$ cat config.mk
export PLATFORM = sky130hd
export DESIGN_NAME = linear_diophantine_point_solver_core
export DESIGN_NICKNAME = d
export VERILOG_FILES = /design/src/rtl/ldps_pkg.sv /design/src/rtl/ldps_div.sv /design/src/rtl/ldps_seq.sv /design/src/rtl/ldps_dp.sv /design/src/rtl/linear_diophantine_point_solver_core.sv
export SDC_FILE = /design/constraint.sdc
export NUM_CORES = 2
export LEC_CHECK = 0
export ABC_CLOCK_PERIOD_IN_PS = 13600
export BUFFER_PORTS_ARGS = -buffer_cell sky130_fd_sc_hd__buf_2
export CAP_MARGIN = 20
export CORE_ASPECT_RATIO = 1.25
export CORE_MARGIN = 5
export CORE_UTILIZATION = 60
export CTS_CLUSTER_DIAMETER = 60
export DETAILED_ROUTE_END_ITERATION = 8
export PLACE_DENSITY = 0.85
export SLEW_MARGIN = 20
export SYNTH_ARGS = -nofsm -noshare
export SYNTH_HDL_FRONTEND = slang
export SYNTH_SLANG_ARGS = --single-unit
$ cat constraint.sdc
create_clock -name clk -period 13.6 [get_ports clk]
set_clock_uncertainty 0.2 [all_clocks]
set_input_delay 0.68 -clock clk [delete_from_list [all_inputs] [get_ports clk]]
set_output_delay 0.68 -clock clk [all_outputs]
set_load 0.01 [all_outputs]
$ cat src/rtl/ldps_pkg.sv
// shared types, constants and microcode program for the line point solver
package ldps_pkg;

    localparam int COEFF_BITS_DEF = 32;
    localparam int IN_W           = 32;
    localparam int OUT_W          = 64;
    localparam int UPC_W          = 4;

    localparam logic signed [OUT_W-1:0] COORD_LIMIT = 64'sd5000000000000000000;

    // datapath operations
    localparam logic [3:0] OP_NOP   = 4'd0;
    localparam logic [3:0] OP_DIV_R = 4'd1;
    localparam logic [3:0] OP_STEP  = 4'd2;
    localparam logic [3:0] OP_MUL_S = 4'd3;
    localparam logic [3:0] OP_UPD_S = 4'd4;
    localparam logic [3:0] OP_MUL_T = 4'd5;
    localparam logic [3:0] OP_UPD_T = 4'd6;
    localparam logic [3:0] OP_DIV_C = 4'd7;
    localparam logic [3:0] OP_SET_C = 4'd8;
    localparam logic [3:0] OP_MUL_X = 4'd9;
    localparam logic [3:0] OP_MUL_Y = 4'd10;
    localparam logic [3:0] OP_DONE  = 4'd11;
    localparam logic [3:0] OP_FAIL  = 4'd12;

    // sequencer conditions
    localparam logic [2:0] COND_NEXT  = 3'd0;
    localparam logic [2:0] COND_R1Z   = 3'd1;
    localparam logic [2:0] COND_R0Z   = 3'd2;
    localparam logic [2:0] COND_REMNZ = 3'd3;
    localparam logic [2:0] COND_WAIT  = 3'd4;
    localparam logic [2:0] COND_JUMP  = 3'd5;
    localparam logic [2:0] COND_END   = 3'd6;

    // program addresses
    localparam logic [UPC_W-1:0] PC_LOOP   = 4'd0;
    localparam logic [UPC_W-1:0] PC_FINISH = 4'd8;
    localparam logic [UPC_W-1:0] PC_FAIL   = 4'd15;

    typedef struct packed {
        logic [3:0]       op;
        logic [2:0]       cond;
        logic [UPC_W-1:0] target;
    } ucode_t;

    typedef struct packed {
        logic       load;
        logic [3:0] op;
    } ctrl_t;

    typedef struct packed {
        logic r0_zero;
        logic r1_zero;
        logic rem_nz;
        logic div_busy;
    } stat_t;

    function automatic ucode_t ucode_rom(input logic [UPC_W-1:0] pc);
        ucode_t w;
        w = '{op: OP_NOP, cond: COND_NEXT, target: PC_LOOP};
        case (pc)
            4'd0:  w = '{op: OP_NOP,   cond: COND_R1Z,   target: PC_FINISH};
            4'd1:  w = '{op: OP_DIV_R, cond: COND_NEXT,  target: PC_LOOP};
            4'd2:  w = '{op: OP_NOP,   cond: COND_WAIT,  target: PC_LOOP};
            4'd3:  w = '{op: OP_STEP,  cond: COND_NEXT,  target: PC_LOOP};
            4'd4:  w = '{op: OP_MUL_S, cond: COND_NEXT,  target: PC_LOOP};
            4'd5:  w = '{op: OP_UPD_S, cond: COND_NEXT,  target: PC_LOOP};
            4'd6:  w = '{op: OP_MUL_T, cond: COND_NEXT,  target: PC_LOOP};
            4'd7:  w = '{op: OP_UPD_T, cond: COND_JUMP,  target: PC_LOOP};
            4'd8:  w = '{op: OP_NOP,   cond: COND_R0Z,   target: PC_FAIL};
            4'd9:  w = '{op: OP_DIV_C, cond: COND_NEXT,  target: PC_LOOP};
            4'd10: w = '{op: OP_NOP,   cond: COND_WAIT,  target: PC_LOOP};
            4'd11: w = '{op: OP_SET_C, cond: COND_REMNZ, target: PC_FAIL};
            4'd12: w = '{op: OP_MUL_X, cond: COND_NEXT,  target: PC_LOOP};
            4'd13: w = '{op: OP_MUL_Y, cond: COND_NEXT,  target: PC_LOOP};
            4'd14: w = '{op: OP_DONE,  cond: COND_END,   target: PC_LOOP};
            4'd15: w = '{op: OP_FAIL,  cond: COND_END,   target: PC_LOOP};
            default: w = '{op: OP_NOP, cond: COND_END,   target: PC_LOOP};
        endcase
        return w;
    endfunction

endpackage

$ cat src/rtl/ldps_div.sv
// radix-2 restoring divider with truncating signed quotient and remainder
module ldps_div #(
    parameter int DW = 33
) (
    input  logic                 clk,
    input  logic                 rst_n,
    input  logic                 start,
    input  logic signed [DW-1:0] dividend,
    input  logic signed [DW-1:0] divisor,
    output logic                 busy,
    output logic signed [DW-1:0] quotient,
    output logic signed [DW-1:0] remainder
);
    localparam int CW = $clog2(DW + 1);

    logic          busy_reg;
    logic [CW-1:0] cnt_reg;
    logic [DW-1:0] rem_reg, rem_next;
    logic [DW-1:0] quo_reg, quo_next;
    logic [DW-1:0] den_reg;
    logic          neg_q_reg, neg_r_reg;
    logic [DW-1:0] nmag, dmag;
    logic [DW:0]   shifted, diff;

    assign nmag = dividend[DW-1] ? DW'(0) - dividend : dividend;
    assign dmag = divisor[DW-1]  ? DW'(0) - divisor  : divisor;

    // one quotient bit per cycle
    always_comb
    begin
        shifted = {rem_reg, quo_reg[DW-1]};
        diff    = shifted - {1'b0, den_reg};
        if (!diff[DW])
        begin
            rem_next = diff[DW-1:0];
            quo_next = {quo_reg[DW-2:0], 1'b1};
        end
        else
        begin
            rem_next = shifted[DW-1:0];
            quo_next = {quo_reg[DW-2:0], 1'b0};
        end
    end

    always_ff @(posedge clk or negedge rst_n)
    begin
        if (!rst_n)
        begin
            busy_reg <= 1'b0;
            cnt_reg  <= '0;
        end
        else if (start)
        begin
            busy_reg <= 1'b1;
            cnt_reg  <= CW'(DW);
        end
        else if (busy_reg)
        begin
            cnt_reg <= cnt_reg - CW'(1);
            if (cnt_reg == CW'(1))
                busy_reg <= 1'b0;
        end
    end

    always_ff @(posedge clk)
    begin
        if (start)
        begin
            rem_reg   <= '0;
            quo_reg   <= nmag;
            den_reg   <= dmag;
            neg_q_reg <= dividend[DW-1] ^ divisor[DW-1];
            neg_r_reg <= dividend[DW-1];
        end
        else if (busy_reg)
        begin
            rem_reg <= rem_next;
            quo_reg <= quo_next;
        end
    end

    assign busy      = busy_reg;
    assign quotient  = neg_q_reg ? DW'(0) - quo_reg : quo_reg;
    assign remainder = neg_r_reg ? DW'(0) - rem_reg : rem_reg;

endmodule

$ cat src/rtl/ldps_seq.sv
// microcode sequencer: step counter, program rom and conditional jumps
module ldps_seq (
    input  logic            clk,
    input  logic            rst_n,
    input  logic            start,
    input  ldps_pkg::stat_t stat,
    output ldps_pkg::ctrl_t ctrl,
    output logic            busy
);
    import ldps_pkg::*;

    logic             busy_reg, busy_next;
    logic [UPC_W-1:0] pc_reg, pc_next;
    ucode_t           word;
    logic [UPC_W-1:0] pc_inc;

    assign word   = ucode_rom(pc_reg);
    assign pc_inc = pc_reg + UPC_W'(1);

    always_comb
    begin
        busy_next = busy_reg;
        pc_next   = pc_reg;
        if (!busy_reg)
        begin
            if (start)
            begin
                busy_next = 1'b1;
                pc_next   = PC_LOOP;
            end
        end
        else
        begin
            case (word.cond)
                COND_NEXT:  pc_next = pc_inc;
                COND_R1Z:   pc_next = stat.r1_zero ? word.target : pc_inc;
                COND_R0Z:   pc_next = stat.r0_zero ? word.target : pc_inc;
                COND_REMNZ: pc_next = stat.rem_nz ? word.target : pc_inc;
                COND_WAIT:  pc_next = stat.div_busy ? pc_reg : pc_inc;
                COND_JUMP:  pc_next = word.target;
                COND_END:   busy_next = 1'b0;
                default:    busy_next = 1'b0;
            endcase
        end
    end

    always_ff @(posedge clk or negedge rst_n)
    begin
        if (!rst_n)
        begin
            busy_reg <= 1'b0;
            pc_reg   <= PC_LOOP;
        end
        else
        begin
            busy_reg <= busy_next;
            pc_reg   <= pc_next;
        end
    end

    assign ctrl.load = start & ~busy_reg;
    assign ctrl.op   = busy_reg ? word.op : OP_NOP;
    assign busy      = busy_reg;

endmodule

$ cat src/rtl/ldps_dp.sv
// datapath: remainder, bezout and coefficient registers, shared divider and multiplier
module ldps_dp #(
    parameter int COEFF_BITS = ldps_pkg::COEFF_BITS_DEF
) (
    input  logic                           clk,
    input  logic                           rst_n,
    input  ldps_pkg::ctrl_t                ctrl,
    input  logic signed [ldps_pkg::IN_W-1:0]  coeff_a,
    input  logic signed [ldps_pkg::IN_W-1:0]  coeff_b,
    input  logic signed [ldps_pkg::IN_W-1:0]  coeff_c,
    output ldps_pkg::stat_t                stat,
    output logic                           done,
    output logic                           found,
    output logic signed [ldps_pkg::OUT_W-1:0] point_x,
    output logic signed [ldps_pkg::OUT_W-1:0] point_y
);
    import ldps_pkg::*;

    localparam int DW = COEFF_BITS + 1;
    localparam int PW = 2 * DW;

    logic signed [DW-1:0] r0_reg, r1_reg, s0_reg, s1_reg, t0_reg, t1_reg;
    logic signed [DW-1:0] c_reg, q_reg;
    logic signed [PW-1:0] prod_reg, px_reg, py_reg;
    logic                 done_reg, found_reg;
    logic signed [OUT_W-1:0] x_reg, y_reg;

    logic signed [DW-1:0] a_ext, b_ext, c_ext;
    logic signed [DW-1:0] div_n, div_d, div_q, div_r;
    logic                 div_start, div_busy;
    logic signed [DW-1:0] mul_a, mul_b;
    logic signed [PW-1:0] mul_p;
    logic signed [OUT_W-1:0] x64, y64;
    logic                 x_ok, y_ok;

    assign a_ext = DW'(signed'(coeff_a[COEFF_BITS-1:0]));
    assign b_ext = DW'(signed'(coeff_b[COEFF_BITS-1:0]));
    assign c_ext = DW'(signed'(coeff_c[COEFF_BITS-1:0]));

    assign div_start = (ctrl.op == OP_DIV_R) || (ctrl.op == OP_DIV_C);
    assign div_n     = (ctrl.op == OP_DIV_C) ? c_reg : r0_reg;
    assign div_d     = (ctrl.op == OP_DIV_C) ? r0_reg : r1_reg;

    ldps_div #(
        .DW (DW)
    ) u_div (
        .clk       (clk),
        .rst_n     (rst_n),
        .start     (div_start),
        .dividend  (div_n),
        .divisor   (div_d),
        .busy      (div_busy),
        .quotient  (div_q),
        .remainder (div_r)
    );

    // one shared multiplier, product always registered
    always_comb
    begin
        mul_a = q_reg;
        mul_b = s1_reg;
        case (ctrl.op)
            OP_MUL_T: mul_b = t1_reg;
            OP_MUL_X:
            begin
                mul_a = s0_reg;
                mul_b = c_reg;
            end
            OP_MUL_Y:
            begin
                mul_a = t0_reg;
                mul_b = c_reg;
            end
            default: mul_b = s1_reg;
        endcase
    end

    assign mul_p = PW'(mul_a) * PW'(mul_b);

    always_ff @(posedge clk)
    begin
        if (ctrl.load)
        begin
            r0_reg <= a_ext;
            r1_reg <= b_ext;
            s0_reg <= DW'(1);
            s1_reg <= '0;
            t0_reg <= '0;
            t1_reg <= DW'(1);
            c_reg  <= DW'(0) - c_ext;
        end
        else
        begin
            case (ctrl.op)
                OP_STEP:
                begin
                    q_reg  <= div_q;
                    r0_reg <= r1_reg;
                    r1_reg <= div_r;
                end
                OP_MUL_S, OP_MUL_T: prod_reg <= mul_p;
                OP_UPD_S:
                begin
                    s0_reg <= s1_reg;
                    s1_reg <= s0_reg - prod_reg[DW-1:0];
                end
                OP_UPD_T:
                begin
                    t0_reg <= t1_reg;
                    t1_reg <= t0_reg - prod_reg[DW-1:0];
                end
                OP_SET_C: c_reg <= div_q;
                OP_MUL_X: px_reg <= mul_p;
                OP_MUL_Y: py_reg <= mul_p;
                default: ;
            endcase
        end
    end

    assign x64  = OUT_W'(px_reg);
    assign y64  = OUT_W'(py_reg);
    assign x_ok = (x64 >= -COORD_LIMIT) && (x64 <= COORD_LIMIT);
    assign y_ok = (y64 >= -COORD_LIMIT) && (y64 <= COORD_LIMIT);

    always_ff @(posedge clk or negedge rst_n)
    begin
        if (!rst_n)
        begin
            done_reg  <= 1'b0;
            found_reg <= 1'b0;
            x_reg     <= '0;
            y_reg     <= '0;
        end
        else
        begin
            done_reg <= (ctrl.op == OP_DONE) || (ctrl.op == OP_FAIL);
            if (ctrl.op == OP_DONE && x_ok && y_ok)
            begin
                found_reg <= 1'b1;
                x_reg     <= x64;
                y_reg     <= y64;
            end
            else if (ctrl.op == OP_DONE || ctrl.op == OP_FAIL)
            begin
                found_reg <= 1'b0;
                x_reg     <= '0;
                y_reg     <= '0;
            end
        end
    end

    assign stat.r0_zero  = (r0_reg == '0);
    assign stat.r1_zero  = (r1_reg == '0);
    assign stat.rem_nz   = (div_r != '0);
    assign stat.div_busy = div_busy;

    assign done    = done_reg;
    assign found   = found_reg;
    assign point_x = x_reg;
    assign point_y = y_reg;

endmodule

$ cat src/rtl/linear_diophantine_point_solver_core.sv
// top level: integer point on a*x + b*y + c = 0 by microcoded extended euclid
// each euclid step and the final divide wait on the shared radix-2 divider.
// one transaction at a time; busy is high until the result. the result shows on done
// for one cycle, the receiver cannot stall. reset clears the sequencer, divider control
// and result registers.
module linear_diophantine_point_solver_core #(
    parameter int COEFF_BITS = ldps_pkg::COEFF_BITS_DEF
) (
    input  logic                              clk,
    input  logic                              rst_n,
    input  logic                              start,
    output logic                              busy,
    input  logic signed [ldps_pkg::IN_W-1:0]  coeff_a,
    input  logic signed [ldps_pkg::IN_W-1:0]  coeff_b,
    input  logic signed [ldps_pkg::IN_W-1:0]  coeff_c,
    output logic                              done,
    output logic                              found,
    output logic signed [ldps_pkg::OUT_W-1:0] point_x,
    output logic signed [ldps_pkg::OUT_W-1:0] point_y
);
    import ldps_pkg::*;

    ctrl_t ctrl;
    stat_t stat;

    ldps_seq u_seq (
        .clk   (clk),
        .rst_n (rst_n),
        .start (start),
        .stat  (stat),
        .ctrl  (ctrl),
        .busy  (busy)
    );

    ldps_dp #(
        .COEFF_BITS (COEFF_BITS)
    ) u_dp (
        .clk     (clk),
        .rst_n   (rst_n),
        .ctrl    (ctrl),
        .coeff_a (coeff_a),
        .coeff_b (coeff_b),
        .coeff_c (coeff_c),
        .stat    (stat),
        .done    (done),
        .found   (found),
        .point_x (point_x),
        .point_y (point_y)
    );

    // a result only follows a transaction in flight
    a_done_after_busy: assert property (@(posedge clk) disable iff (!rst_n)
        done |-> $past(busy))
        else $error("result without a transaction in flight");

    // the transaction ends exactly when its result is shown
    a_fell_done: assert property (@(posedge clk) disable iff (!rst_n)
        $fell(busy) |-> done)
        else $error("busy dropped without a result");

    a_no_point_zero: assert property (@(posedge clk) disable iff (!rst_n)
        (done && !found) |-> (point_x == '0 && point_y == '0))
        else $error("no-solution result carries a nonzero point");

endmodule

==> flow_summary_export.csv <==
group,metric,value,unit
outcome,outcome,"finished clean",
yosys,yosysMostFrequentCell,"inv_1",
yosys,yosysSeqAreaShare,24.5,%
critical_path,worstSetupStartpointType,"flip-flop",
clock_network,cts-htree-levels,3,
clock_network,cts-root-buf,"clkbuf_16",
floorplanning,initial_core_util,60.3,%
critical_path,reg2regPathDepth,37,
global_route,grt_pass1_wl,349000,um
timing,holdWs,34.3,ps
critical_path,regToRegEndpoint,"u_dp.px_reg[62]",
floorplanning,rows,142,
clock_network,cts_sinks,668,
place,place_congestion,1.05,
detailed_routing,postRouteWirelength,228000,um
floorplanning,die_w,321,um
timing,rsz0062_at_grt,"no",
clock_network,ctsHoldBuffers,1,
detailed_routing,wire_per_inst,24.1,um
detailed_routing,drc,0,
floorplanning,die_y,398,um
timing,fin_crit,12650,ps
floorplanning,io_pins,230,
yosys,synth_warnings,0,
timing,hold_violations,0,
timing,final_max_slew_viol_count,0,
critical_path,cp_max_fo,30,
yosys,ys_seq_elements,668,
detailed_routing,wl_met1,77400,um
yosys,yosys.area.top_type_share,31.2,%
place,io_buffers,229,
worst_hold_path,worstHoldStart,"coeff_a[6]",
global_route,grt_max_degree,256,
critical_path,crit_arrival,12880,ps
global_route,antenna_found_initial,15,
detailed_routing,via_per_inst,6.18,
floorplanning,fp.coreArea,120000,um2
critical_path,slowest_delay,670,ps
yosys,synth_cell_types,80,
yosys,syn_inst,7731,
critical_path,timing.rr.start,"u_seq.pc_reg[0]",
critical_path,crit_slowest_cell,"nor2_4",
yosys,synth.largest_area_cell,"fa_1",
timing,fin_crit_sh,93.0,%
global_route,grt_pass1_vias,60900,
timing,setup_violations,0,
detailed_routing,dr.pass1.iters,6,
floorplanning,dieArea,128000,um2
detailed_routing,vias,58600,
yosys,syn_area_per_cell,9.36,um2
detailed_routing,routed.top_layer,"met5",
clock_network,cts_resized,0,
timing,tightest_slew,1180,ps
yosys,async_flop_share,21.3,%
global_route,grt_use_total,35.8,%
yosys,synth.area.top_cells,"fa_1 31%, edfxtp_1 15%, inv_1 6.3%, nand2_1 5.8%, ha_1 5.6%",
yosys,synth-main-ff-cell,"edfxtp_1",
critical_path,end_kind,"flip-flop",
detailed_routing,met3_length,26800,um
finish,n_fill_cell,9340,
global_route,grt_overflow,0,
clock_network,clkTransAtPathRegs,60,ps
worst_hold_path,min_to,"u_dp.r0_reg[6]",
timing,fin_setup_tns,0,ps
place,hpwl,179000,um
finish,syn_to_final_growth,8.32,%
worst_hold_path,hold_path_depth,3,
finish,nets,9369,
critical_path,path_common_cell,"fa_1",
yosys,synth-edff-count,361,
critical_path,rrSetupSlack,950,ps
clock_network,cts_tree,"done",
critical_path,crit_type,"reg2reg",
timing,slew_headroom,21.1,%
clock_network,post_cts_buffers,0,
clock_network,cts.path.max_buffers,3,
timing,fmax,79.0,MHz
finish,drive_gt1_share,7.88,%
worst_hold_path,hold_class,"in2reg",
detailed_routing,routed-wl-met2,104000,um
critical_path,required,13830,ps
clock_network,clkLatencyLatePin,710,ps
detailed_routing,ant_nets,0,
detailed_routing,drt_iter0_drc,6183,
yosys,synth_area,72400,um2
yosys,synth_nets,9281,
clock_network,numCtsBuffers,74,
job,timing.max_cap.violations,0,
yosys,synth_top_cells_by_count,"1215 x inv_1, 1128 x fa_1, 1113 x nand2_1, 757 x nor2_1, 361 x edfxtp_1",
-- cell usage in the layout, fill, tap and decap left out, types with 56 or more instances in the layout --
cell	instances
edfxtp_1	361
clkbuf_16	76
nor3_1	91
ha_1	323
and2_1	80
nor2_1	751
a21oi_1	353
inv_1	1214
a221o_1	58
fa_1	1127
buf_2	229
xor2_1	145
dfxtp_1	165
a21o_1	69
mux2i_1	84
o21ai_0	239
xnor2_1	183
buf_4	157
dfrtp_1	141
nand3_1	56
nand2_1	1111
a22o_1	134
-- critical path: cells and delay by family (launching register included) --
family                     cells  cell delay (ps)
AOI/OAI and AO/OA             11             3560
xor gates and xnor gates       1              120
adders and majority gates     10             4720
buffers and inverters          9             1130
DFF                            1              410
and+or+nand+nor                6             2190
-- through the flow --
stage | setup WS (ps) | cells | util, % | area (um2)
global route | 434 | 9466 | 65.4 | 78400
floorplan | 1540 | 7731 | - | 72400
CTS | 832 | 9463 | 65.3 | 78300
global placement | 1110 | 9323 | 63.1 | 75700
finish | 947 | 9470 | 65.4 | 78400
detailed placement | 846 | 9324 | 63.1 | 75700
-- kinds of logic after synthesis --
group                    Yosys count  synth area share (%)
flip-flops                       668                  24.5
multiplexers                      87                  1.21
AO/OA/AOI/OAI                   1182                  10.9
adder cells (fa/ha/maj)         1451                  36.8
AND/OR/NAND/NOR                 2419                  14.4
buffers and inverters           1596                  8.32
XOR/XNOR                         328                  3.97
-- worst max path at each step --
stage | startpoint | end
after CTS | u_seq.pc_reg[0] | u_dp.px_reg[62]
after floorplan | u_seq.pc_reg[0] | u_dp.px_reg[62]
after global routing | u_seq.pc_reg[0] | u_dp.px_reg[62]
after global placement | u_seq.pc_reg[0] | u_dp.px_reg[62]
after detailed placement | u_seq.pc_reg[0] | u_dp.px_reg[62]
final | u_seq.pc_reg[0] | u_dp.px_reg[62]
-- layout make-up --
class | count | area (um2) | share of cell area, %
multi-input cells | 5467 | 49100 | 62.6
flip-flops and latches | 668 | 17700 | 22.6
inverters | 1215 | 4560 | 5.82
repair buffers | 393 | 2420 | 3.09
clock buffers | 96 | 2040 | 2.60
well taps | 1584 | 1980 | 2.53
clock inverters | 42 | 564 | 0.720
diodes | 5 | 12.5 | 0.0160
-- metal layers --
metal | up-vias | global-route usage (%)
li1 | 25100 | -
met1 | 28900 | 42.2
met2 | 3508 | 57.5
met3 | 998 | 9.86
met4 | 18 | 23.5
met5 | - | 0.383
Power is left out: the tool's default activity adds up to more than one toggle a clock period on the data nets, which glitch-free logic cannot reach.
